## config.mk

```make
export PLATFORM = sky130hd
export DESIGN_NAME = vad_stage
export DESIGN_NICKNAME = d
export VERILOG_FILES = /design/src/sv/vad_pkg.sv /design/src/sv/vad_stage.sv
export SDC_FILE = /design/constraint.sdc
export NUM_CORES = 1
export LEC_CHECK = 0
export BUFFER_PORTS_ARGS = -buffer_cell sky130_fd_sc_hd__buf_2
export CORE_MARGIN = 2
export CORE_UTILIZATION = 40
export DETAILED_ROUTE_END_ITERATION = 8
export PLACE_DENSITY_LB_ADDON = 0.05
export REMOVE_ABC_BUFFERS = 1
export SKIP_CTS_REPAIR_TIMING = 1
export SYNTH_ARGS = -nofsm -noshare
export SYNTH_HDL_FRONTEND = slang
export SYNTH_SLANG_ARGS = --single-unit
```

## constraint.sdc

```tcl
create_clock -name clk -period 1.6 [get_ports clk]
set_clock_uncertainty 0.15 [all_clocks]
set_input_delay 0.08 -clock clk [delete_from_list [all_inputs] [get_ports clk]]
set_output_delay 0.08 -clock clk [all_outputs]
set_load 0.05 [all_outputs]
```

## src/sv/vad_pkg.sv

```systemverilog
// ----------------------------------------------------------------------------
// vad_pkg
// Types, constants and the arctangent table shared by the vector angle blocks.
// ----------------------------------------------------------------------------
package vad_pkg;

    localparam int COMPONENT_WIDTH = 16;
    localparam int ANGLE_FRAC_BITS = 8;
    localparam int CORDIC_STEPS    = 16;
    localparam int ANGLE_WIDTH     = 17;
    localparam int INT_FRAC        = 22;
    localparam int PRESCALE        = 24;
    localparam int TABLE_LEN       = 24;
    localparam int XW              = COMPONENT_WIDTH + PRESCALE + 3;
    localparam int ZW              = 32;

    localparam logic signed [ZW-1:0] DEG_90  = ZW'(90)  <<< INT_FRAC;
    localparam logic signed [ZW-1:0] DEG_180 = ZW'(180) <<< INT_FRAC;
    localparam logic signed [ZW-1:0] DEG_270 = ZW'(270) <<< INT_FRAC;
    localparam logic signed [ZW-1:0] DEG_360 = ZW'(360) <<< INT_FRAC;

    typedef struct packed {
        logic signed [COMPONENT_WIDTH-1:0] vec_x;
        logic signed [COMPONENT_WIDTH-1:0] vec_y;
    } vec_beat_t;

    typedef struct packed {
        logic [ANGLE_WIDTH-1:0] angle_deg;
        logic                   zero_vector;
    } angle_beat_t;

    typedef struct packed {
        logic signed [XW-1:0] x;
        logic signed [XW-1:0] y;
        logic signed [ZW-1:0] z;
        logic                 skip;
        logic                 zero;
    } cordic_t;

    // Arctangent of 2^-idx in degrees, in units of 2^-22 degree.
    function automatic logic signed [ZW-1:0] atan_entry(input int idx);
        logic signed [ZW-1:0] val;
        case (idx)
            0:       val = 32'sd188743680;
            1:       val = 32'sd111421900;
            2:       val = 32'sd58872272;
            3:       val = 32'sd29884485;
            4:       val = 32'sd15000234;
            5:       val = 32'sd7507429;
            6:       val = 32'sd3754631;
            7:       val = 32'sd1877430;
            8:       val = 32'sd938729;
            9:       val = 32'sd469366;
            10:      val = 32'sd234683;
            11:      val = 32'sd117342;
            12:      val = 32'sd58671;
            13:      val = 32'sd29335;
            14:      val = 32'sd14668;
            15:      val = 32'sd7334;
            16:      val = 32'sd3667;
            17:      val = 32'sd1833;
            18:      val = 32'sd917;
            19:      val = 32'sd458;
            20:      val = 32'sd229;
            21:      val = 32'sd115;
            22:      val = 32'sd57;
            23:      val = 32'sd29;
            default: val = '0;
        endcase
        return val;
    endfunction

endpackage

```

## src/sv/vad_stage.sv

```systemverilog
// ----------------------------------------------------------------------------
// vad_stage
// One vectoring rotation step, registered.
// ----------------------------------------------------------------------------
module vad_stage #(
    parameter int STEP = 0
) (
    input  logic             clk,
    input  logic             rst_n,
    input  logic             en,
    input  logic             in_valid,
    input  vad_pkg::cordic_t in_beat,
    output logic             out_valid,
    output vad_pkg::cordic_t out_beat
);
    import vad_pkg::*;

    localparam logic signed [ZW-1:0] ATAN = atan_entry(STEP);

    logic    valid_reg;
    cordic_t beat_reg;
    cordic_t beat_next;

    logic signed [XW-1:0] xs;
    logic signed [XW-1:0] ys;

    always_comb
    begin
        xs        = in_beat.x >>> STEP;
        ys        = in_beat.y >>> STEP;
        beat_next = in_beat;
        if (!in_beat.skip)
        begin
            if (in_beat.y > 0)
            begin
                beat_next.x = in_beat.x + ys;
                beat_next.y = in_beat.y - xs;
                beat_next.z = in_beat.z + ATAN;
            end
            else
            begin
                beat_next.x = in_beat.x - ys;
                beat_next.y = in_beat.y + xs;
                beat_next.z = in_beat.z - ATAN;
            end
        end
    end

    always_ff @(posedge clk or negedge rst_n)
    begin
        if (!rst_n)
        begin
            valid_reg <= 1'b0;
        end
        else if (en)
        begin
            valid_reg <= in_valid;
        end
    end

    always_ff @(posedge clk)
    begin
        if (en)
        begin
            beat_reg <= beat_next;
        end
    end

    assign out_valid = valid_reg;
    assign out_beat  = beat_reg;

endmodule

```

; Yosys cells after proc, flatten, opt, wreduce, memory -nomap -nowiden
; Cells that the tools add are included.
[word_totals]
register_bits = 121
input_bits = 124
out_inout_bits = 121
wordCells = 14
[op_classes]
add_sub_neg = 5
magnitude_cmp = 1
n_mux = 2
[ops]
columns = op, n
row1 = 2-to-1 mux 118 bit, 2
row2 = subtractor 43 bit, 2
row3 = adder 43 bit, 1
row4 = greater-than comparator 43 x 1 -> 1 bit (second input constant), 1
row5 = adder 32 x 29 -> 32 bit (second input constant), 1
row6 = subtractor 32 x 29 -> 32 bit (second input constant), 1

; Depth between registers and ports, before layout
[depth]
depth_word = 3
mapped_depth = 19
depth_no_buf = 16

; Worst setup path before layout
; OpenSTA, ideal clock, no wires.
[synth_path]
path_type = input to register
from = in in_beat[71] (netlist bit)
to = reg beat_reg (netlist bit out_beat[33]), data pin
t_arrival_ns = 3.277
required_time_ns = 1.190
slack_ns = -2.088
path_stages = 18
n_path_buf = 3
path_cell_list = nor4_1 -> nand4_1 -> nor3_1 -> or2_2 -> clkbuf_1 -> clkbuf_1 -> buf_1 -> ha_1 -> a21o_1 -> a21oi_1 -> o21ai_0 -> a21oi_1 -> o21bai_1 -> a21oi_1 -> o21ai_0 -> xnor2_1 -> nor2_1 -> xor2_1
[synth_rtl]
columns = element, line_no
row1 = start: declaration, vad_stage.sv:12  ; input vad_pkg::cordic_t in_beat,
row2 = end signal: assignment, vad_stage.sv:65  ; beat_reg <= beat_next;
row3 = end: declaration, vad_stage.sv:21  ; cordic_t beat_reg;

==> run_results.csv <==
group,metric,value,unit
setup_path,cp_max_fo,2,
sta,rsz0062_at_grt,"yes",
yosys,synthAdderAreaFrac,0.139,
route,drc,0,
place,dp_hpwl,41700,µm
run_status,violations,"hold timing, setup timing",
route,post_drt_wl_per_cell,20.3,µm
cells_and_area,design_area,0.0224,mm²
cells_and_area,antennaDiodeCount,0,
sta,tightest_slew,0.657,ns
cells_and_area,layout-drive-gt1-share,0.465,
place,placedCellCount,2674,
clocking,cts_tree,"built",
yosys,synth_top_family_by_area,"compound AO/OA/AOI/OAI gates",
pwr,ir_worst_vdd,0.000699,V
yosys,synth_ff_type,"edfxtp_1",
run_status,outcome,"finished, violations left",
clocking,numCtsBuffers,17,
pwr,leakagePower,10.4,nW
clocking,cts_max_level,4,
yosys,synth_mux_area_frac,0.0265,
setup_path,worstPathRequired,1.66,ns
sta,drv_slew,0,
job,max_cap_viol_count,0,
route,firstDrtPassIters,6,
floorplan,core_area,0.0313,mm²
yosys,ys_seq_area_frac,0.287,
floorplan,dieHeight,182,µm
sta,relSlewSlack,0.561,
yosys,syn_area_per_cell,8.08,µm²
sta,min_period,3.26,ns
cells_and_area,finish.cell_count_without_fillers,2876,
sta,finalCritPeriodShare,2.04,
cells_and_area,fillers,2491,
floorplan,pin_count,245,
pwr,power_density,770,mW/mm²
floorplan,die_area,0.0330,mm²
floorplan,rows,65,
yosys,synth-simple-area-share,0.148,
floorplan,die_x,182,µm
place,portBuffers,244,
route,wirelength,58300,µm
yosys,synth-compound-area-share,0.268,
cells_and_area,final_cell_mix,"buf_4 (559), buf_2 (227), a21oi_1 (149)",
yosys,ys_seq_elements,121,
clocking,clk_pin_slew_worst_paths,0.06,ns
cells_and_area,final_common_cell,"buf_4",
cells_and_area,final_nets,2724,
yosys,synth_xor_xnor_area_share,0.0631,
grt,grt_overflow,0,
setup_path,worst-setup-path-type,"input pin to flop",
grt,grt_util_all_layers,0.307,
min_path,hp-class,"input pin to flop",
sta,postLayoutSetupSlackWorst,-1.66,ns
sta,hold_viol_final,8,
yosys,yosysWarningCount,0,
clocking,cts.sinks,121,
route,via_per_inst,5.41,
floorplan,start_util,0.404,
grt,grt_pass1_wl,78300,µm
clocking,clk_latency,0.45,ns
yosys,syn_area,0.0126,mm²
grt,grt_max_degree,81,
grt,antenna_found_initial,0,
yosys,syn-instance-count,1563,
yosys,async_flop_share,0.00826,
sta,fin_worst_hold_slack,-0.0462,ns
route,first_iter_violations,1511,
sta,max_freq,307,MHz
setup_path,crit_path_start_kind,"input pin",
clocking,cts.path.max_buffers,2,
yosys,synth-edff-count,120,
route,num_vias,15600,
cells_and_area,synthToLayoutAreaGrowth,77.5,%
place,place_congestion,0.971,
sta,fin_tns_setup,-99.05,ns
sta,setup_violations,93,
setup_path,end_kind,"flop",
yosys,synthDistinctLibCells,75,
route,final_antenna_net_count,0,
clocking,cts-root-buf,"clkbuf_16",
place,placed_area,0.0182,mm²
grt,grt_pass1_vias,14100,
setup_path,cp.arrival,3.32,ns
[stage by stage]
step           setup slack [ns]  power, W  hold WS (ns)  utilization
4_1_cts                   -1.86    0.0157        -0.777        0.602
3_5_place_dp              -2.32    0.0114        -0.295        0.582
3_3_place_gp              -2.32    0.0114        -0.295        0.582
5_1_grt                   -1.69    0.0180       0.00340        0.716
6_report                  -1.66    0.0173       -0.0462        0.716
2_1_floorplan             -3.31   0.00811        -0.366            -
[Yosys cell counts, drive strengths merged, types with 4 or more instances]
cell type / n / area [µm²]
clkbuf: 60 / 225
nand4: 18 / 113
o21bai: 35 / 263
fa: 4 / 80.1
nor2: 134 / 503
or4: 4 / 30.0
a31oi: 15 / 93.8
nor2b: 11 / 68.8
or2: 6 / 37.5
a21o: 31 / 233
a21boi: 6 / 45.1
a211oi: 13 / 97.6
mux2i: 29 / 290
nand2b: 16 / 100
nand2: 123 / 462
and2: 6 / 37.5
a21oi: 191 / 956
xnor2: 80 / 701
o31a: 9 / 78.8
ha: 134 / 1680
or3: 10 / 62.6
a221oi: 6 / 58.8
and3: 5 / 31.3
edfxtp: 120 / 3600
nand3: 17 / 85.1
o22ai: 4 / 31.3
o311ai: 5 / 43.8
mux2: 4 / 45.0
a211o: 5 / 43.8
buf: 24 / 121
inv: 136 / 510
nor3: 29 / 155
nor4: 19 / 134
o21ai: 159 / 796
o21a: 17 / 128
o31ai: 12 / 90.1
xor2: 11 / 96.3
o211ai: 15 / 113
[area by class of cell]
type / count / area (µm²) / share of cell area
clock buffers: 17 / 425 / 0.0190
clock inverters: 14 / 196 / 0.00876
inverters: 136 / 520 / 0.0232
multi-input cells: 1222 / 9660 / 0.431
flip-flops and latches: 121 / 3630 / 0.162
well taps: 402 / 503 / 0.0224
repair buffers: 964 / 7500 / 0.334
[power by group]
group / leakage [nW] / internal [W] / total, W / switching, W
Combinational: 8.89 / 0.00383 / 0.00897 / 0.00514
Sequential: 1.18 / 0.00396 / 0.00406 / 0.0000959
Clock: 0.296 / 0.00260 / 0.00425 / 0.00165
Total: 10.4 / 0.0104 / 0.0173 / 0.00689
[metal layers]
| layer | wire length (µm) | track usage |
|---|---|---|
| met5 | 0 | 0 |
| met4 | 1920 | 0.0894 |
| met3 | 4310 | 0.0425 |
| met2 | 26100 | 0.484 |
| met1 | 25900 | 0.438 |
[path summary, 6_finish.rpt]
kind | from | end | slack (ns) | cells after the start
max | in_beat[34] | out_beat[76] | -1.66 | 16
min | in_beat[51] | out_beat[51] | -0.05 | 4
max reg2reg | out_valid | out_valid | 0.13 | 2
min reg2reg | out_valid | out_valid | 0.93 | 2
max in group asynchronous | rst_n | out_valid | 0.87 | 3
min in group asynchronous | rst_n | out_valid | 0.33 | 3
[sequential cells by signal, indices dropped and copies added (netlist names)]
signal	count
out_beat	120
out_valid	1
[critical path, stage by stage]
cell and delay, ns:
buf_8 0.11, ha_4 0.15, inv_2 0.07, fa_2 0.26, o21bai_4 0.08, o211ai_1 0.37
a21oi_2 0.14, buf_4 0.16, a2111o_1 0.40, a311oi_2 0.31, nor2_2 0.10, a41o_1 0.26
a21oi_2 0.19, xor2_1 0.11, or3b_4 0.39, o211a_1 0.12
[cells by family (layout without fill, tap and decap cells)]
kind of cell	Yosys count	in the layout
AOI/OAI and AO/OA	555	555
and+or+nand+nor	405	405
muxes	33	33
buffers and inverters	220	1131
adders and majority gates	138	138
DFF	121	121
xor gates and xnor gates	91	91
Power figures use the tool's default switching activity.
