File: src/sv/vad_pkg.sv
// ----------------------------------------------------------------------------
// vad_pkg
// Types, constants and the arctangent table shared by the vector angle blocks.
// ----------------------------------------------------------------------------
package vad_pkg;

    localparam int COMPONENT_WIDTH = 16;
    localparam int ANGLE_FRAC_BITS = 8;
    localparam int CORDIC_STEPS    = 16;
    localparam int ANGLE_WIDTH     = 17;
    localparam int INT_FRAC        = 22;
    localparam int PRESCALE        = 24;
    localparam int TABLE_LEN       = 24;
    localparam int XW              = COMPONENT_WIDTH + PRESCALE + 3;
    localparam int ZW              = 32;

    localparam logic signed [ZW-1:0] DEG_90  = ZW'(90)  <<< INT_FRAC;
    localparam logic signed [ZW-1:0] DEG_180 = ZW'(180) <<< INT_FRAC;
    localparam logic signed [ZW-1:0] DEG_270 = ZW'(270) <<< INT_FRAC;
    localparam logic signed [ZW-1:0] DEG_360 = ZW'(360) <<< INT_FRAC;

    typedef struct packed {
        logic signed [COMPONENT_WIDTH-1:0] vec_x;
        logic signed [COMPONENT_WIDTH-1:0] vec_y;
    } vec_beat_t;

    typedef struct packed {
        logic [ANGLE_WIDTH-1:0] angle_deg;
        logic                   zero_vector;
    } angle_beat_t;

    typedef struct packed {
        logic signed [XW-1:0] x;
        logic signed [XW-1:0] y;
        logic signed [ZW-1:0] z;
        logic                 skip;
        logic                 zero;
    } cordic_t;

    // Arctangent of 2^-idx in degrees, in units of 2^-22 degree.
    function automatic logic signed [ZW-1:0] atan_entry(input int idx);
        logic signed [ZW-1:0] val;
        case (idx)
            0:       val = 32'sd188743680;
            1:       val = 32'sd111421900;
            2:       val = 32'sd58872272;
            3:       val = 32'sd29884485;
            4:       val = 32'sd15000234;
            5:       val = 32'sd7507429;
            6:       val = 32'sd3754631;
            7:       val = 32'sd1877430;
            8:       val = 32'sd938729;
            9:       val = 32'sd469366;
            10:      val = 32'sd234683;
            11:      val = 32'sd117342;
            12:      val = 32'sd58671;
            13:      val = 32'sd29335;
            14:      val = 32'sd14668;
            15:      val = 32'sd7334;
            16:      val = 32'sd3667;
            17:      val = 32'sd1833;
            18:      val = 32'sd917;
            19:      val = 32'sd458;
            20:      val = 32'sd229;
            21:      val = 32'sd115;
            22:      val = 32'sd57;
            23:      val = 32'sd29;
            default: val = '0;
        endcase
        return val;
    endfunction

endpackage

File: src/sv/vad_final.sv
// ----------------------------------------------------------------------------
// vad_final
// Wraps the accumulated angle into one turn, then rounds it to the output
// fraction and holds the result beat.
// ----------------------------------------------------------------------------
module vad_final #(
    parameter int ANGLE_FRAC_BITS = vad_pkg::ANGLE_FRAC_BITS
) (
    input  logic                 clk,
    input  logic                 rst_n,
    input  logic                 en,
    input  logic                 in_valid,
    input  vad_pkg::cordic_t     in_beat,
    output logic                 out_valid,
    output vad_pkg::angle_beat_t out_beat
);
    import vad_pkg::*;

    localparam int SHIFT = INT_FRAC - ANGLE_FRAC_BITS;
    localparam logic [ZW-1:0] HALF  = ZW'(1) << (SHIFT - 1);
    localparam logic [ZW-1:0] LIMIT = ZW'(360) << ANGLE_FRAC_BITS;

    logic                 wrap_valid_reg;
    logic [ZW-1:0]        wrap_angle_reg;
    logic [ZW-1:0]        wrap_angle_next;
    logic                 wrap_zero_reg;
    logic signed [ZW-1:0] t1;
    logic signed [ZW-1:0] t2;

    logic                 out_valid_reg;
    angle_beat_t          out_beat_reg;
    angle_beat_t          out_beat_next;
    logic [ZW-1:0]        rounded;

    always_comb
    begin
        t1 = (in_beat.z < 0) ? in_beat.z + DEG_360 : in_beat.z;
        t2 = (t1 >= DEG_360) ? t1 - DEG_360 : t1;
        wrap_angle_next = t2;
    end

    always_comb
    begin
        rounded = (wrap_angle_reg + HALF) >> SHIFT;
        out_beat_next.zero_vector = wrap_zero_reg;
        if (wrap_zero_reg || rounded >= LIMIT)
        begin
            out_beat_next.angle_deg = '0;
        end
        else
        begin
            out_beat_next.angle_deg = rounded[ANGLE_WIDTH-1:0];
        end
    end

    always_ff @(posedge clk or negedge rst_n)
    begin
        if (!rst_n)
        begin
            wrap_valid_reg <= 1'b0;
            out_valid_reg  <= 1'b0;
        end
        else if (en)
        begin
            wrap_valid_reg <= in_valid;
            out_valid_reg  <= wrap_valid_reg;
        end
    end

    always_ff @(posedge clk)
    begin
        if (en)
        begin
            wrap_angle_reg <= wrap_angle_next;
            wrap_zero_reg  <= in_beat.zero;
            out_beat_reg   <= out_beat_next;
        end
    end

    assign out_valid = out_valid_reg;
    assign out_beat  = out_beat_reg;

endmodule

File: config.mk
export PLATFORM = sky130hd
export DESIGN_NAME = vad_final
export DESIGN_NICKNAME = d
export VERILOG_FILES = /design/src/sv/vad_pkg.sv /design/src/sv/vad_final.sv
export SDC_FILE = /design/constraint.sdc
export NUM_CORES = 1
export LEC_CHECK = 0
export ABC_AREA = 0
export BUFFER_PORTS_ARGS = -buffer_cell sky130_fd_sc_hd__buf_2
export CAP_MARGIN = 5
export CORE_UTILIZATION = 42
export CTS_BUF_LIST = sky130_fd_sc_hd__clkbuf_8 sky130_fd_sc_hd__clkbuf_16
export CTS_CLUSTER_DIAMETER = 120
export DETAILED_ROUTE_END_ITERATION = 6
export PLACE_DENSITY = 0.86
export REMOVE_ABC_BUFFERS = 1
export SETUP_SLACK_MARGIN = 0.4
export SYNTH_ARGS = -nofsm -noshare
export SYNTH_HDL_FRONTEND = slang
export SYNTH_SLANG_ARGS = --single-unit
File: constraint.sdc
create_clock -name clk -period 2.6 [get_ports clk]
set_clock_uncertainty 0.05 [all_clocks]
set_input_delay 0.52 -clock clk [delete_from_list [all_inputs] [get_ports clk]]
set_output_delay 0.52 -clock clk [all_outputs]
set_load 0.01 [all_outputs]
Yosys cells after proc, flatten, opt, wreduce, memory -nomap -nowiden
Index checks and enable logic that the tools add are counted.
{"block": "word_totals", "reg_bits": 53, "inputBits": 124}
{"block": "classes", "muxes": 2, "reduce_logical": 1, "magnitude_cmp": 3, "addsub": 3}
{"op": "$mux 32", "count": 2}
{"op": "$add 32x14->32 const B", "count": 1}
{"op": "$add 32x32->32 const B", "count": 1}
{"op": "$ge 32x32->1 const B", "count": 1}
{"op": "$lt 32x1->1 const B", "count": 1}
{"op": "$sub 32x32->32 const B", "count": 1}
{"op": "$ge 18x17->1 const B", "count": 1}
{"op": "$logic_or 1x1->1", "count": 1}

Depth between registers and ports, before layout
{"block": "logic_depth", "word_depth": 4, "mapped_depth": 8, "ltp_nobuf": 7}

Worst setup path after synthesis
Ideal clock, no wire load.
{"block": "synth_timing", "kind": "input to register", "startpoint": "in in_beat[33] (netlist bit)", "endpoint": "reg wrap_angle_reg[29], data pin", "stages": 7, "t_arrival_ps": 1814, "setup_time_ps": 270, "setup_slack_ps": 466, "required_ps": 2280, "cell_sequence": "buf_2 nand2b_4 or3_2 a211oi_1 o211ai_2 nor2_1 xor2_1"}
{"block": "synth_via", "elab_chain_len": 4, "elab_cells_between_ends": 6}
{"item": "start, declared", "line": "vad_final.sv:13", "text": "input vad_pkg::cordic_t in_beat,"}
{"item": "$lt 32x1->1 / $add 32x32->32 (equally long branches)", "line": "vad_final.sv:37", "text": "t1 = (in_beat.z < 0) ? in_beat.z + DEG_360 : in_beat.z;"}
{"item": "$mux 32 *", "line": "vad_final.sv:37"}
{"item": "$sub 32x32->32 / $ge 32x32->1 (equally long branches)", "line": "vad_final.sv:38", "text": "t2 = (t1 >= DEG_360) ? t1 - DEG_360 : t1;"}
{"item": "$mux 32 *", "line": "vad_final.sv:38"}
{"item": "via t2[29]", "line": "vad_final.sv:28", "text": "logic signed [ZW-1:0] t2;"}
{"item": "end signal, assigned", "line": "vad_final.sv:74", "text": "wrap_angle_reg <= wrap_angle_next;"}
{"item": "end, declared", "line": "vad_final.sv:24", "text": "logic [ZW-1:0] wrap_angle_reg;"}
The timed path passes the listed nets; every way through them passes the cells marked *.
A chain may end at the register's enable or synchronous reset.

Worst setup path in the final report
{"block": "layout_timing", "startpoint": "reg wrap_angle_reg[13]", "endpoint": "reg out_beat_reg, in the netlist out_beat[2], data pin"}
{"block": "layout_via", "elab_chain_len": 3}
{"item": "$add 32x14->32 *", "line": "vad_final.sv:44", "text": "rounded = (wrap_angle_reg + HALF) >> SHIFT;"}
{"item": "$ge 18x17->1", "line": "vad_final.sv:46", "text": "if (wrap_zero_reg || rounded >= LIMIT)"}
{"item": "$logic_or 1x1->1", "line": "vad_final.sv:46"}
{"item": "end signal, assigned", "line": "vad_final.sv:76", "text": "out_beat_reg <= out_beat_next;"}
{"item": "end, declared", "line": "vad_final.sv:31", "text": "angle_beat_t out_beat_reg;"}
Every way passes the cells marked *; elsewhere a longest branch is shown, timed or not.

==> metrics.txt <==
row count=25; Slowest-stage cell, CP=edfxtp_1; R2R Path End=out_beat[2]; Cells after DPL=291; DR vias=1,507; Post-DP Area=2482 sq um; PwrDens=541.2 nW/um^2; synth warn=0; CP Launch Type=register; Die Wd=74.35 um; Max Fclk=446.8 MHz; critical setup path kind=register to register; worst r2r src=wrap_angle_reg[13]; clk slew on worst S/H paths=0.07 ns; detail-routed net length per standard cell=11.17 um; ranking of synthesized cells by area=edfxtp_1, xnor2_1, nand2_1; Max Slew Vio Count=0; library cells used by synthesis=49; CTS tree=built; flops & latches, synth=40; Hold Path Stages=1; global-route wire length before repair=5678 um; drt initial violations=95; input/output buffers=42; P&R area growth vs syn=23.39%; cell with the most instances after synthesis=edfxtp_1; initial core utilization=0.4505; prevailing post-synth register cell=edfxtp_1; Place WS=0.1745 ns; Switching Fraction=0.2611; post-synthesis cell area=2198 sq um; Hold EP=wrap_angle_reg[24]; post-route setup slack=0.3619 ns; core outline area=4880 sq um; post-synth top area share=0.5191; RSZ-0062 raised after global routing=true; DR vias/cell=4.941; status=complete, no violations; Synth area leader=edfxtp_1; layout cells sized above 1=0.3655; n_diodes=0; min cycle time layout=2.238 ns; Non-Filler Cell Area, Final=2713 sq um; final setup violation count=0; Mapped Avg Cell Area=11.95 sq um; Num CTS Buffers=5; type of the worst min-delay path=input pin to register; die area=5527 sq um; Routed WL=3407 um; NetSw=0.3833 mW; buffers from clock root to sink, at most=2; clock sinks=40; gr usage total=0.1371; IO Count=143; Synth top cells by count=edfxtp_1, nand2_1, xnor2_1, nor3_1, nor2_1; H-tree levels=2; RD Place Congestion=0.8228; nets@finish=364; FF-to-FF path depth=8; DRT antenna net count=0; part of the power in registers=0.566; post-DP HPWL=2459 um; Max VDD drop=0.0002037 V; min-delay src=in_beat[26]; sequential share of the synthesized area=0.5418; # DRC=0; crit-path cells=ha_4 > nand4_4 > nor3b_2 > a31oi_1 > o32a_2 > nor3_4 > buf_12 > nor3_1; Pre-antenna DRT Iters=4; Die H=74.35 um; P_leak=1.058 nW; cell internal pwr=1.085 mW; Final period util=0.8608; Hold Vio Cnt, Final=0; vias in the first global route=1,367; maximum fanout along the worst path=14; Comb pwr share=0.190; fin cells=305; Crit. End Element=register; Root Driver=clkbuf_8; Rel. slew slack=0.7334; initial antenna violation count=0; max reg flops=19; CP max stage delay=0.41 ns; Synth Instances=184; Critical Path RT=2.57 ns; Max Cap Viol=0; r2r setup slk=0.36 ns; Post-synth EDFFs=38; Clk network pwr share=0.244; total negative setup slack=0 ns; fraction of registers with async set/reset=0.05000; Worst-Skew Late Latency=0.28 ns; Worst Path Arrival=2.21 ns; total gr overflow=0; worst-margin pin slew=0.3971 ns; largest net degree at the start of global routing=20
## through the flow
stage / utilization / power (mW) / hold slack (ns)
detailed placement: 0.5087 / 1.091 / 0.2566
global route: 0.5559 / 1.554 / 0.3374
finish: 0.5559 / 1.468 / 0.3561
global placement: 0.5087 / 1.081 / 0.2548
floorplan: - / 1.002 / 0.1744
CTS: 0.5421 / 1.469 / 0.3500
## logic make-up after synthesis
family | after synthesis | synth area share
compound gates | 16 | 0.05407
xor+xnor | 25 | 0.1030
fa+ha+maj | 3 | 0.01708
buf+inv | 8 | 0.01992
flops | 40 | 0.5418
mux | 5 | 0.02390
simple gates | 87 | 0.2402
## what timing repair did
| action | CTS | global route |
|---|---|---|
| setup buffers | 1 | 4 |
| endpoints found under the hold margin | 2 | 0 |
| hold buffers | 1 | 0 |
| endpoints found under the setup margin | 14 | 16 |
| resized for setup | 8 | 6 |
| pin swaps | 2 | 2 |
## worst max-delay path by stage
stage                          to  cells after the start  slack (ns)               start
2_1_floorplan  wrap_angle_reg[29]                      6        0.49         in_beat[27]
3_3_place_gp          out_beat[6]                      7        0.24  wrap_angle_reg[13]
3_5_place_dp          out_beat[2]                      7        0.17  wrap_angle_reg[13]
4_1_cts               out_beat[6]                      7        0.41  wrap_angle_reg[13]
5_1_grt               out_beat[7]                      8        0.28  wrap_angle_reg[13]
6_report              out_beat[2]                      8        0.36  wrap_angle_reg[13]
## cells in the final DEF (no fill, tap or decap), types with 2 or more instances in the layout
| cell | synthesis | final |
|---|---|---|
| nand4_4 | 1 | 2 |
| edfxtp_1 | 38 | 38 |
| or2_2 | 2 | 2 |
| nor2b_1 | 2 | 2 |
| inv_1 | 3 | 5 |
| nor3_4 | 2 | 4 |
| dfrtp_1 | 2 | 2 |
| xor2_1 | 7 | 7 |
| nand3_1 | 9 | 9 |
| buf_4 | 1 | 7 |
| buf_2 | 2 | 42 |
| o21ai_0 | 3 | 3 |
| clkbuf_8 | 0 | 5 |
| nand2_1 | 23 | 23 |
| ha_1 | 3 | 2 |
| nor3_1 | 13 | 13 |
| a31oi_1 | 3 | 3 |
| nor4b_2 | 0 | 2 |
| mux2_2 | 2 | 2 |
| a211oi_1 | 4 | 3 |
| and2_2 | 3 | 3 |
| mux2i_1 | 3 | 3 |
| and3_1 | 2 | 2 |
| xnor2_1 | 17 | 16 |
| nor2_1 | 11 | 10 |
## power groups by stage
stage | Clock [mW] | Combinational [mW] | Sequential [mW]
2_1_floorplan | 0 | 0.161 | 0.842
3_3_place_gp | 0 | 0.247 | 0.834
3_5_place_dp | 0 | 0.254 | 0.837
4_1_cts | 0.369 | 0.272 | 0.828
5_1_grt | 0.401 | 0.314 | 0.839
6_report | 0.359 | 0.279 | 0.831
## routing by layer
layer | vias up | GRT usage | wire length, um
met5 | - | 0 | 0
met4 | 0 | 0.08386 | 131
met3 | 11 | 0.04336 | 156
met2 | 48 | 0.2273 | 1658
met1 | 673 | 0.1546 | 1460
li1 | 775 | - | -
## critical path, delay by kind of cell (launching register included)
kind / cells / cell delay (ns)
AO/OA/AOI/OAI: 2 / 0.49
adder cells (fa/ha/maj): 1 / 0.18
buffers and inverters: 1 / 0.16
flip-flops: 1 / 0.41
AND/OR/NAND/NOR: 4 / 0.67
## cell type report
cell class,instances,area [sq um]
Fill cell,425,2167
Sequential cell,40,1191
Multi-Input combinational cell,136,1054
Timing Repair Buffer,51,292.8
Tap cell,67,83.83
Clock buffer,5,68.82
Clock inverter,3,11.26
Inverter,3,11.26
Power figures use the tool's default switching activity.
