File: config.mk
export PLATFORM = sky130hd
export DESIGN_NAME = vad_prep
export DESIGN_NICKNAME = d
export VERILOG_FILES = /design/src/sv/vad_pkg.sv /design/src/sv/vad_prep.sv
export SDC_FILE = /design/constraint.sdc
export NUM_CORES = 1
export LEC_CHECK = 0
export BUFFER_PORTS_ARGS = -buffer_cell sky130_fd_sc_hd__buf_4
export CAP_MARGIN = 20
export CORE_ASPECT_RATIO = 1.25
export CORE_UTILIZATION = 49
export CTS_BUF_LIST = sky130_fd_sc_hd__clkbuf_4
export CTS_CLUSTER_DIAMETER = 100
export CTS_CLUSTER_SIZE = 28
export DETAILED_ROUTE_END_ITERATION = 8
export GPL_TIMING_DRIVEN = 0
export PLACE_DENSITY = 0.8
export SLEW_MARGIN = 20
export SYNTH_ARGS = -nofsm -noshare
export SYNTH_HDL_FRONTEND = slang
export SYNTH_SLANG_ARGS = --single-unit
File: constraint.sdc
create_clock -name clk -period 0.8 [get_ports clk]
set_input_delay 0.04 -clock clk [delete_from_list [all_inputs] [get_ports clk]]
set_output_delay 0.04 -clock clk [all_outputs]
set_load 0.01 [all_outputs]
File: src/sv/vad_pkg.sv
// ----------------------------------------------------------------------------
// vad_pkg
// Types, constants and the arctangent table shared by the vector angle blocks.
// ----------------------------------------------------------------------------
package vad_pkg;

    localparam int COMPONENT_WIDTH = 16;
    localparam int ANGLE_FRAC_BITS = 8;
    localparam int CORDIC_STEPS    = 16;
    localparam int ANGLE_WIDTH     = 17;
    localparam int INT_FRAC        = 22;
    localparam int PRESCALE        = 24;
    localparam int TABLE_LEN       = 24;
    localparam int XW              = COMPONENT_WIDTH + PRESCALE + 3;
    localparam int ZW              = 32;

    localparam logic signed [ZW-1:0] DEG_90  = ZW'(90)  <<< INT_FRAC;
    localparam logic signed [ZW-1:0] DEG_180 = ZW'(180) <<< INT_FRAC;
    localparam logic signed [ZW-1:0] DEG_270 = ZW'(270) <<< INT_FRAC;
    localparam logic signed [ZW-1:0] DEG_360 = ZW'(360) <<< INT_FRAC;

    typedef struct packed {
        logic signed [COMPONENT_WIDTH-1:0] vec_x;
        logic signed [COMPONENT_WIDTH-1:0] vec_y;
    } vec_beat_t;

    typedef struct packed {
        logic [ANGLE_WIDTH-1:0] angle_deg;
        logic                   zero_vector;
    } angle_beat_t;

    typedef struct packed {
        logic signed [XW-1:0] x;
        logic signed [XW-1:0] y;
        logic signed [ZW-1:0] z;
        logic                 skip;
        logic                 zero;
    } cordic_t;

    // Arctangent of 2^-idx in degrees, in units of 2^-22 degree.
    function automatic logic signed [ZW-1:0] atan_entry(input int idx);
        logic signed [ZW-1:0] val;
        case (idx)
            0:       val = 32'sd188743680;
            1:       val = 32'sd111421900;
            2:       val = 32'sd58872272;
            3:       val = 32'sd29884485;
            4:       val = 32'sd15000234;
            5:       val = 32'sd7507429;
            6:       val = 32'sd3754631;
            7:       val = 32'sd1877430;
            8:       val = 32'sd938729;
            9:       val = 32'sd469366;
            10:      val = 32'sd234683;
            11:      val = 32'sd117342;
            12:      val = 32'sd58671;
            13:      val = 32'sd29335;
            14:      val = 32'sd14668;
            15:      val = 32'sd7334;
            16:      val = 32'sd3667;
            17:      val = 32'sd1833;
            18:      val = 32'sd917;
            19:      val = 32'sd458;
            20:      val = 32'sd229;
            21:      val = 32'sd115;
            22:      val = 32'sd57;
            23:      val = 32'sd29;
            default: val = '0;
        endcase
        return val;
    endfunction

endpackage

File: src/sv/vad_prep.sv
// ----------------------------------------------------------------------------
// vad_prep
// Input stage: folds the vector into the right half plane and sets up the
// starting angle and the special cases.
// ----------------------------------------------------------------------------
module vad_prep (
    input  logic               clk,
    input  logic               rst_n,
    input  logic               en,
    input  logic               vec_valid,
    input  vad_pkg::vec_beat_t vec_beat,
    output logic               out_valid,
    output vad_pkg::cordic_t   out_beat
);
    import vad_pkg::*;

    logic    valid_reg;
    cordic_t beat_reg;
    cordic_t beat_next;

    logic signed [XW-1:0] xe;
    logic signed [XW-1:0] ye;

    always_comb
    begin
        xe = XW'(vec_beat.vec_x);
        ye = -XW'(vec_beat.vec_y);
        beat_next.zero = 1'b0;
        beat_next.skip = 1'b0;
        beat_next.z    = '0;
        beat_next.x    = xe;
        beat_next.y    = ye;
        if (xe == '0 && ye == '0)
        begin
            beat_next.zero = 1'b1;
            beat_next.skip = 1'b1;
        end
        else if (xe == '0)
        begin
            beat_next.skip = 1'b1;
            beat_next.z    = (ye > 0) ? DEG_90 : DEG_270;
        end
        else
        begin
            if (xe < 0)
            begin
                beat_next.x = -xe;
                beat_next.y = -ye;
                beat_next.z = DEG_180;
            end
            beat_next.skip = (ye == '0);
        end
        beat_next.x = beat_next.x <<< PRESCALE;
        beat_next.y = beat_next.y <<< PRESCALE;
    end

    always_ff @(posedge clk or negedge rst_n)
    begin
        if (!rst_n)
        begin
            valid_reg <= 1'b0;
        end
        else if (en)
        begin
            valid_reg <= vec_valid;
        end
    end

    always_ff @(posedge clk)
    begin
        if (en)
        begin
            beat_reg <= beat_next;
        end
    end

    assign out_valid = valid_reg;
    assign out_beat  = beat_reg;

endmodule

# Yosys cells after proc, flatten, opt, wreduce, memory -nomap -nowiden
# Index checks and enable logic that the tools add are counted.
# word_totals
regBits,73
out_inout_bits,121
word_cells,21
# classes
add_sub_neg,3
order_cmp,2
n_mux,6
reduce_logical,4
# ops
op,n
94-bit 2-to-1 mux,2
43-bit zero test,2
62-bit 2-to-1 mux,1
43-bit by 1-bit > comparator with 1-bit output (second input constant),1
16-bit negation with 43-bit output,1
43-bit negation,1
33-bit 2-to-1 mux,1
31-bit 2-to-1 mux,1
16-bit negation with 19-bit output,1
16-bit by 1-bit < comparator with 1-bit output (second input constant),1
2-bit OR reduction,1
1-bit logical AND,1
1-bit 2-to-1 mux,1

# Depth between registers and ports, before layout
# Gate-level depths: netlist of the first run.
# depth
ltp_word,5
mapped_depth,11
depth_no_buf,10

# Worst setup path after synthesis of the first run
# OpenSTA, ideal clock, no wires.
# synth_path
kind,input to register
startpoint,input port vec_beat[0] (netlist bit)
endpoint,"register beat_reg (netlist bit out_beat[28]), data pin"
setup_time_ns,0.265
arrival_ns,2.665
setup_slack_ns,-2.130
cell_stages,11
n_path_buf,1
path_cell_list,inv_1 -> ha_1 -> buf_2 -> nor3b_2 -> nand3_1 -> or4b_2 -> ha_1 -> nand2_1 -> or4_4 -> nor4b_4 -> o31ai_1
# synth_between
elab_chain_cells,4
elab_cells_between_ends,6
classes_between,1 x add/sub; 1 x order compare; 2 x mux; 2 x reduce/logical
# synth_lines
item,line_no,source
"start, declared",vad_prep.sv:11,"input vad_pkg::vec_beat_t vec_beat,"
16-bit negation with 43-bit output (*),vad_prep.sv:27,ye = -XW'(vec_beat.vec_y);
43-bit by 1-bit > comparator with 1-bit output,vad_prep.sv:41,beat_next.z = (ye > 0) ? DEG_90 : DEG_270;
31-bit 2-to-1 mux,vad_prep.sv:41,
33-bit 2-to-1 mux,vad_prep.sv:38,else if (xe == '0)
"end signal, assigned",vad_prep.sv:73,beat_reg <= beat_next;
"end, declared",vad_prep.sv:18,cordic_t beat_reg;
# Every way passes the cells marked *; elsewhere a longest branch is shown, timed or not.
# A chain may end at the register's enable or synchronous reset.

# Worst setup path in the final report of the first run
# layout_path
startpoint,input port vec_beat[11] (netlist bit)
endpoint,"register beat_reg (netlist bit out_beat[28]), data pin"
# The elaborated chain is that of the path after synthesis.

==> impl_metrics.csv, run 1 <==
group,metric,value,unit
power,cellPowerDensity,1222,nW/um^2
global_route,grt_overflow,0,
cts,cts_buffer_depth,2,
synth,synth_top_family_by_area,"buffers and inverters",
worst_setup_path,worstPathRequired,0.93,ns
cts,cts_root_buffer,"clkbuf_4",
synth,synthArstFlopShare,2.128,%
cells_and_area,drive_gt1_share,54.26,%
cells_and_area,multi_input_area,2163,um^2
sta,worst_slew_pin_slew,0.5951,ns
synth,synth-simple-area-share,16.89,%
synth,synth_xor_area_share,11.44,%
worst_hold_path,hp-class,"in -> reg",
worst_setup_path,reg2reg_slack,-0.01,ns
sta,worst_slack,-1.539,ns
cells_and_area,fin_util,86.57,%
synth,synth_cells,340,
synth,syn-mean-instance-area,10.13,um^2
worst_setup_path,critical_path_class,"in -> reg",
power,clkPwrFrac,21.4,%
placement,dp_hpwl,6.036,mm
sta,slew_headroom,60.33,%
worst_setup_path,crit_path_max_incr_delay,0.53,ns
cells_and_area,nNetsFinal,591,
power,vdd_ir_drop_max,0.9434,mV
sta,post-route-period-util,292.3,%
synth,synth_area_leaders,"edfxtp_1 (40%), buf_4 (16%), xnor2_1 (8.9%)",
global_route,grt_max_degree,48,
global_route,grt_first_pass_wirelength,14.31,mm
synth,yosys.area.top_type_share,40.10,%
global_route,grt_pass1_vias,2961,
placement,io_buffers,77,
cts,cts_made_buffers,5,
cts,h-tree-depth,2,
worst_setup_path,crit_path_end_kind,"register",
sta,hold-worst-slack,-0.001168,ns
sta,worst_clock_skew,0,ns
synth,synth_top_area_cell,"edfxtp_1",
detailed_routing,dr.pass1.iters,5,
sta,fmax,427.6,MHz
synth,synthMuxAreaShare,0.9081,%
floorplan,rows,33,
detailed_routing,drt.antenna.violating_nets,0,
worst_setup_path,critical-path-top-delay-family,"simple AND/OR/NAND/NOR gates",
sta,setup_violations,83,
synth,synth_edf_count,46,
cells_and_area,ff_latch_area,1406,um^2
synth,yosys_register_bits,47,
floorplan,dieArea,7371,um^2
floorplan,die_x,76.99,um
power,pwr-share-seq,44.1,%
synth,synth-compound-area-share,8.863,%
status,violations,"hold timing, setup timing",
floorplan,core,6689,um^2
synth,synth_fa_ha_area_share,1.816,%
floorplan,die-height,95.74,um
worst_setup_path,worstPathArrival,2.47,ns
worst_setup_path,crit_cells,9,
cells_and_area,syn_to_final_growth,68.11,%
synth,synthDistinctLibCells,56,
power,power.leakage,0.002571,uW
floorplan,io_pins,157,
global_route,grt_usage,24.98,%
cells_and_area,fillers,315,
cts,cts_tree,"done",
status,outcome,"finished, violations left",
detailed_routing,drtIter0Drc,234,
worst_setup_path,path_buf_inv,2,
detailed_routing,routed-via-count,3285,
synth,synth_flop_cell,"edfxtp_1",
cts,clock_latency,0.36,ns
power,comb_power_share,34.5,%
cells_and_area,insertedDiodeCount,0,
synth,netlist_area,3445,um^2
detailed_routing,drt_wl_total,11.63,mm
worst_hold_path,worstHoldPathCells,2,
worst_setup_path,start_kind,"input pin",
detailed_routing,avgRoutedWirePerCell,18.22,um
detailed_routing,drcViolationCount,0,
synth,synth-warning-count,0,
cts,clk_pin_slew_worst_paths,0.15,ns
power,switching_power,2088,uW
sta,slew_violations,0,
worst_setup_path,worstRegToRegCells,1,
cts,cts_sinks,47,
worst_setup_path,crit_chain,"clkbuf_1 > nor3_1 > or4b_4 > ha_4 > nand2_2 > or4_4 > nor4b_4 > buf_4 > o31ai_2",
sta,hold_viol_final,1,
detailed_routing,post_drt_via_cell_ratio,5.149,
placement,place.gp.congestion,0.8487,
power,netSwitchingFraction,29.51,%
worst_setup_path,cpMaxStageDelayCell,"or4b_4",
synth,ys_seq_area_share,40.83,%
power,p_int,4987,uW
run,cap_viol_max_count,0,
sta,period_minus_slack,2.339,ns
worst_setup_path,cp_max_fo,9,
floorplan,start_util,51.50,%
global_route,antenna_found_initial,0,
sta,rsz0062_at_grt,"true",
## routing by layer
metal | track usage, % | up-vias | part of all wire [%]
met5 | 0 | - | 0
met4 | 10.53 | 0 | 3.7
met3 | 3.318 | 40 | 8.1
met2 | 49.55 | 248 | 53
met1 | 26.51 | 1525 | 35
li1 | - | 1472 | -
## synth_stat cells (all sizes together), types with 8 or more instances
cell and n:
buf 81, nand2 27, edfxtp 46, clkbuf 8
nor2 15, xor2 10, a21oi 8, nand3 8
o21ai 12, xnor2 35, nor3 11
## sequential cells by signal (all words and copies together) (netlist names)
register / count
out_valid: 1
out_beat: 46
## cells in the final DEF (no fill, tap or decap), types with 4 or more instances in the layout
master	instances
dlygate4sd3_1	12
nor4_4	4
xnor2_2	4
nor2_1	9
nand2_1	18
edfxtp_1	46
xnor2_1	31
nand2_2	5
o21ai_2	6
buf_6	70
or4_4	7
nor2_2	4
ha_4	4
nor3_1	5
xor2_1	10
nand3_1	5
clkbuf_4	8
nor3_4	4
conb_1	75
a21oi_1	5
nand2_4	4
buf_4	122
buf_8	5
## cell type report
| cell class | instances | area share, % |
|---|---|---|
| buffer | 87 | 11.60 |
| clock buffer | 7 | 0.9075 |
| clock inverter | 1 | 0.5186 |
| inverter | 7 | 1.059 |
| multi-input combinational | 271 | 37.36 |
| sequential | 47 | 24.29 |
| tap | 87 | 1.880 |
| timing repair buffer | 131 | 22.39 |
## power by group through the flow
stage          combinational, uW  sequential (uW)  clock, uW
6_report                    2440             3120       1520
5_1_grt                     2570             3130       1590
4_1_cts                     2130             3070       1470
3_5_place_dp                1890             3110          0
3_3_place_gp                1840             3100          0
2_1_floorplan               1030             3240          0
## stage by stage
step	worst slack [ns]	setup TNS [ns]	instance area [um^2]	std cells	power [uW]
after detailed placement	-2.286	-45.99	4731	578	4994
after global placement	-2.218	-43.97	4731	578	4949
after global routing	-1.628	-40.06	5791	638	7299
after CTS	-1.495	-31.40	5388	619	6671
after floorplan	-1.831	-28.29	4044	414	4272
final	-1.539	-37.36	5791	638	7075
## path summary, 6_finish.rpt
path,end,from
setup / recovery,out_beat[28],vec_beat[11]
hold / removal,out_beat[70],vec_beat[12]
setup reg to reg,out_valid,out_valid
hold reg to reg,out_valid,out_valid
max in group asynchronous,out_valid,rst_n
min in group asynchronous,out_valid,rst_n
## cell families after synthesis
group / Yosys count
xor gates and xnor gates: 45
buffers and inverters: 96
DFF: 47
AOI/OAI and AO/OA: 43
other: 1
adders and majority gates: 5
muxes: 3
and+or+nand+nor: 100
## repair_timing
item / in CTS / in global routing
endpoints found under the setup margin: 81 / 81
resized for setup: 72 / 60
pin swaps: 24 / 28
setup buffers: 24 / 19
gates cloned: 0 / 0
hold buffers: 10 / 2
endpoints found under the hold margin: 9 / 2
Power figures use the tool's default switching activity.
==> inputs of run 2 (changes only) <==
--- a/config.mk
+++ b/config.mk
@@ -8,6 +8,7 @@
 export BUFFER_PORTS_ARGS = -buffer_cell sky130_fd_sc_hd__buf_4
 export CAP_MARGIN = 20
 export CORE_ASPECT_RATIO = 1.25
+export CORE_MARGIN = 5
 export CORE_UTILIZATION = 49
 export CTS_BUF_LIST = sky130_fd_sc_hd__clkbuf_4
 export CTS_CLUSTER_DIAMETER = 100
==> run 2 against run 1 <==
  * The flow finishes with violations (setup timing)
  * Core utilization decreased by 4.9 points
  * Largest cell class unchanged
  * Sequential power barely moved
  * Via count shrank 8.0%
  * Power is 3.3% lower
  * Global-route usage is 5.7 points lower
  * Sequential share of layout area grew 0.70 points
  * Non-clock buffer count decreased by 13
  * Die area increased by 20%
==> impl_metrics.csv, run 2 (synthesis results as in run 1) <==
group,metric,value,unit
status,outcome,"finished, violations left",
status,violations,"setup timing",
worst_setup_path,worstPathRequired,0.92,ns
sta,slew_violations,0,
worst_setup_path,critical-path-top-delay-family,"simple AND/OR/NAND/NOR gates",
detailed_routing,drcViolationCount,0,
cts,h-tree-depth,2,
floorplan,die-height,103.7,um
sta,slew_headroom,61.51,%
sta,rsz0062_at_grt,"true",
power,cellPowerDensity,1216,nW/um^2
worst_hold_path,whs_endpoint,"out_beat[114]",
global_route,grt_pass1_vias,3022,
cts,clock_latency,0.36,ns
worst_setup_path,worstRegToRegCells,2,
sta,post-route-period-util,280.6,%
floorplan,rows,34,
global_route,grt_first_pass_wirelength,14.17,mm
sta,worst_clock_skew,0,ns
sta,worst_slew_pin_slew,0.5773,ns
placement,io_buffers,77,
run,cap_viol_max_count,0,
cells_and_area,insertedDiodeCount,0,
sta,fmax,445.5,MHz
cts,clk_pin_slew_worst_paths,0.14,ns
worst_setup_path,crit_chain,"buf_4 > nor4_4 > nand3_2 > or4b_4 > ha_4 > nand2_1 > or4_4 > nor4b_4 > o31ai_1",
detailed_routing,drt_wl_total,9.848,mm
worst_setup_path,cpMaxStageDelayCell,"or4b_4",
power,power.leakage,0.002480,uW
cells_and_area,final_cell_mix,"buf_4 (124), conb_1 (75), buf_6 (57), edfxtp_1 (46), xnor2_1 (32)",
cells_and_area,largest_reg_flops,46,
placement,place.gp.congestion,0.8684,
worst_setup_path,r2r-end,"out_valid",
sta,setup_violations,81,
cells_and_area,mostFrequentLayoutCell,"buf_4",
worst_setup_path,worstPathArrival,2.37,ns
worst_setup_path,crit_path_max_incr_delay,0.54,ns
worst_setup_path,crit_path_end_kind,"register",
detailed_routing,routed-via-count,3021,
floorplan,die_x,84.99,um
worst_hold_path,worstHoldPathCells,2,
detailed_routing,dr.pass1.iters,4,
global_route,grt_overflow,0,
floorplan,start_util,49.98,%
sta,period_minus_slack,2.245,ns
worst_setup_path,start_kind,"input pin",
cells_and_area,drive_gt1_share,52.23,%
worst_hold_path,min-delay-start,"vec_beat[29]",
worst_setup_path,r2r-start,"out_valid",
cells_and_area,ff_latch_area,1406,um^2
worst_setup_path,path_buf_inv,1,
power,vdd_ir_drop_max,0.9567,mV
cts,cts_tree,"done",
cells_and_area,fillers,394,
floorplan,dieArea,8817,um^2
detailed_routing,drtIter0Drc,144,
cts,cts_sinks,47,
floorplan,io_pins,157,
detailed_routing,drt.antenna.violating_nets,0,
floorplan,core,6892,um^2
cells_and_area,syn_to_final_growth,63.42,%
global_route,grt_usage,19.28,%
detailed_routing,avgRoutedWirePerCell,15.68,um
global_route,grt_max_degree,48,
cells_and_area,multi_input_area,2137,um^2
global_route,antenna_found_initial,0,
sta,hold-worst-slack,0.02178,ns
cells_and_area,final_cells,628,
placement,place_inst,581,
worst_setup_path,cp_max_fo,5,
sta,tns,-33.34,ns
sta,worst_slack,-1.445,ns
cts,cts_made_buffers,5,
cts,cts_buffer_depth,2,
cells_and_area,nNetsFinal,578,
sta,hold_viol_final,0,
worst_setup_path,critical_path_class,"in -> reg",
placement,dp_hpwl,6.422,mm
worst_hold_path,hp-class,"in -> reg",
detailed_routing,post_drt_via_cell_ratio,4.811,
worst_setup_path,reg2reg_slack,-0.11,ns
cts,cts_root_buffer,"clkbuf_4",
run 2: cell count changes in the layout (fill, tap and decap cells not counted), moves of 3 or more:
cell           change
buf_6             -13
dlygate4sd3_1      -3
nor3_1             +3
o31ai_2            -3
run 2: final cells by class:
class,instances,share of cell area [%]
flip-flops and latches,47,24.98
well taps,90,2.000
clock buffers,5,0.6668
multi-input cells,271,37.96
inverters,7,1.089
clock inverters,3,0.7780
repair buffers,118,20.47
plain buffers,87,12.05
run 2: worst max path at each step:
stage,startpoint,endpoint,cells past startpoint
finish,vec_beat[10],out_beat[28],9
global route,vec_beat[1],out_beat[28],11
CTS,vec_beat[1],out_beat[28],11
detailed placement,vec_beat[0],out_beat[28],12
global placement,vec_beat[0],out_beat[28],12
floorplan,vec_beat[0],out_beat[28],11
run 2: per-layer routing:
| metal | part of all wire (%) | wire, um | global-route usage, % |
|---|---|---|---|
| met1 | 36 | 3549 | 21.81 |
| met2 | 56 | 5467 | 36.56 |
| met3 | 6.4 | 628 | 3.574 |
| met4 | 2.1 | 202 | 4.412 |
| met5 | 0 | 0 | 0 |
run 2: repair_timing:
item	CTS	global route
pin swaps	23	12
setup endpoints to repair	81	81
buffers inserted	22	10
hold buffers	8	1
gates resized for setup	61	51
endpoints found under the hold margin	7	1
run 2: report_power, final:
part | switching (uW) | internal [uW] | total (uW)
clock | 767 | 658 | 1430
combinational | 1100 | 1210 | 2310
sequential | 116 | 2990 | 3110
run 2: stage by stage:
stage	util [%]	area (um^2)	total power, uW	setup WS [ns]
floorplan	-	4044	4272	-1.831
global placement	68.70	4735	4956	-2.215
detailed placement	68.70	4735	4995	-2.240
CTS	76.87	5298	6566	-1.436
global route	81.68	5629	7132	-1.541
finish	81.68	5629	6844	-1.445
run 2: worst reg2reg max path, cell delays in order, from the launching register on:
cell     delay (ns)
dfrtp_1        0.42
buf_6          0.12
mux2_4         0.27
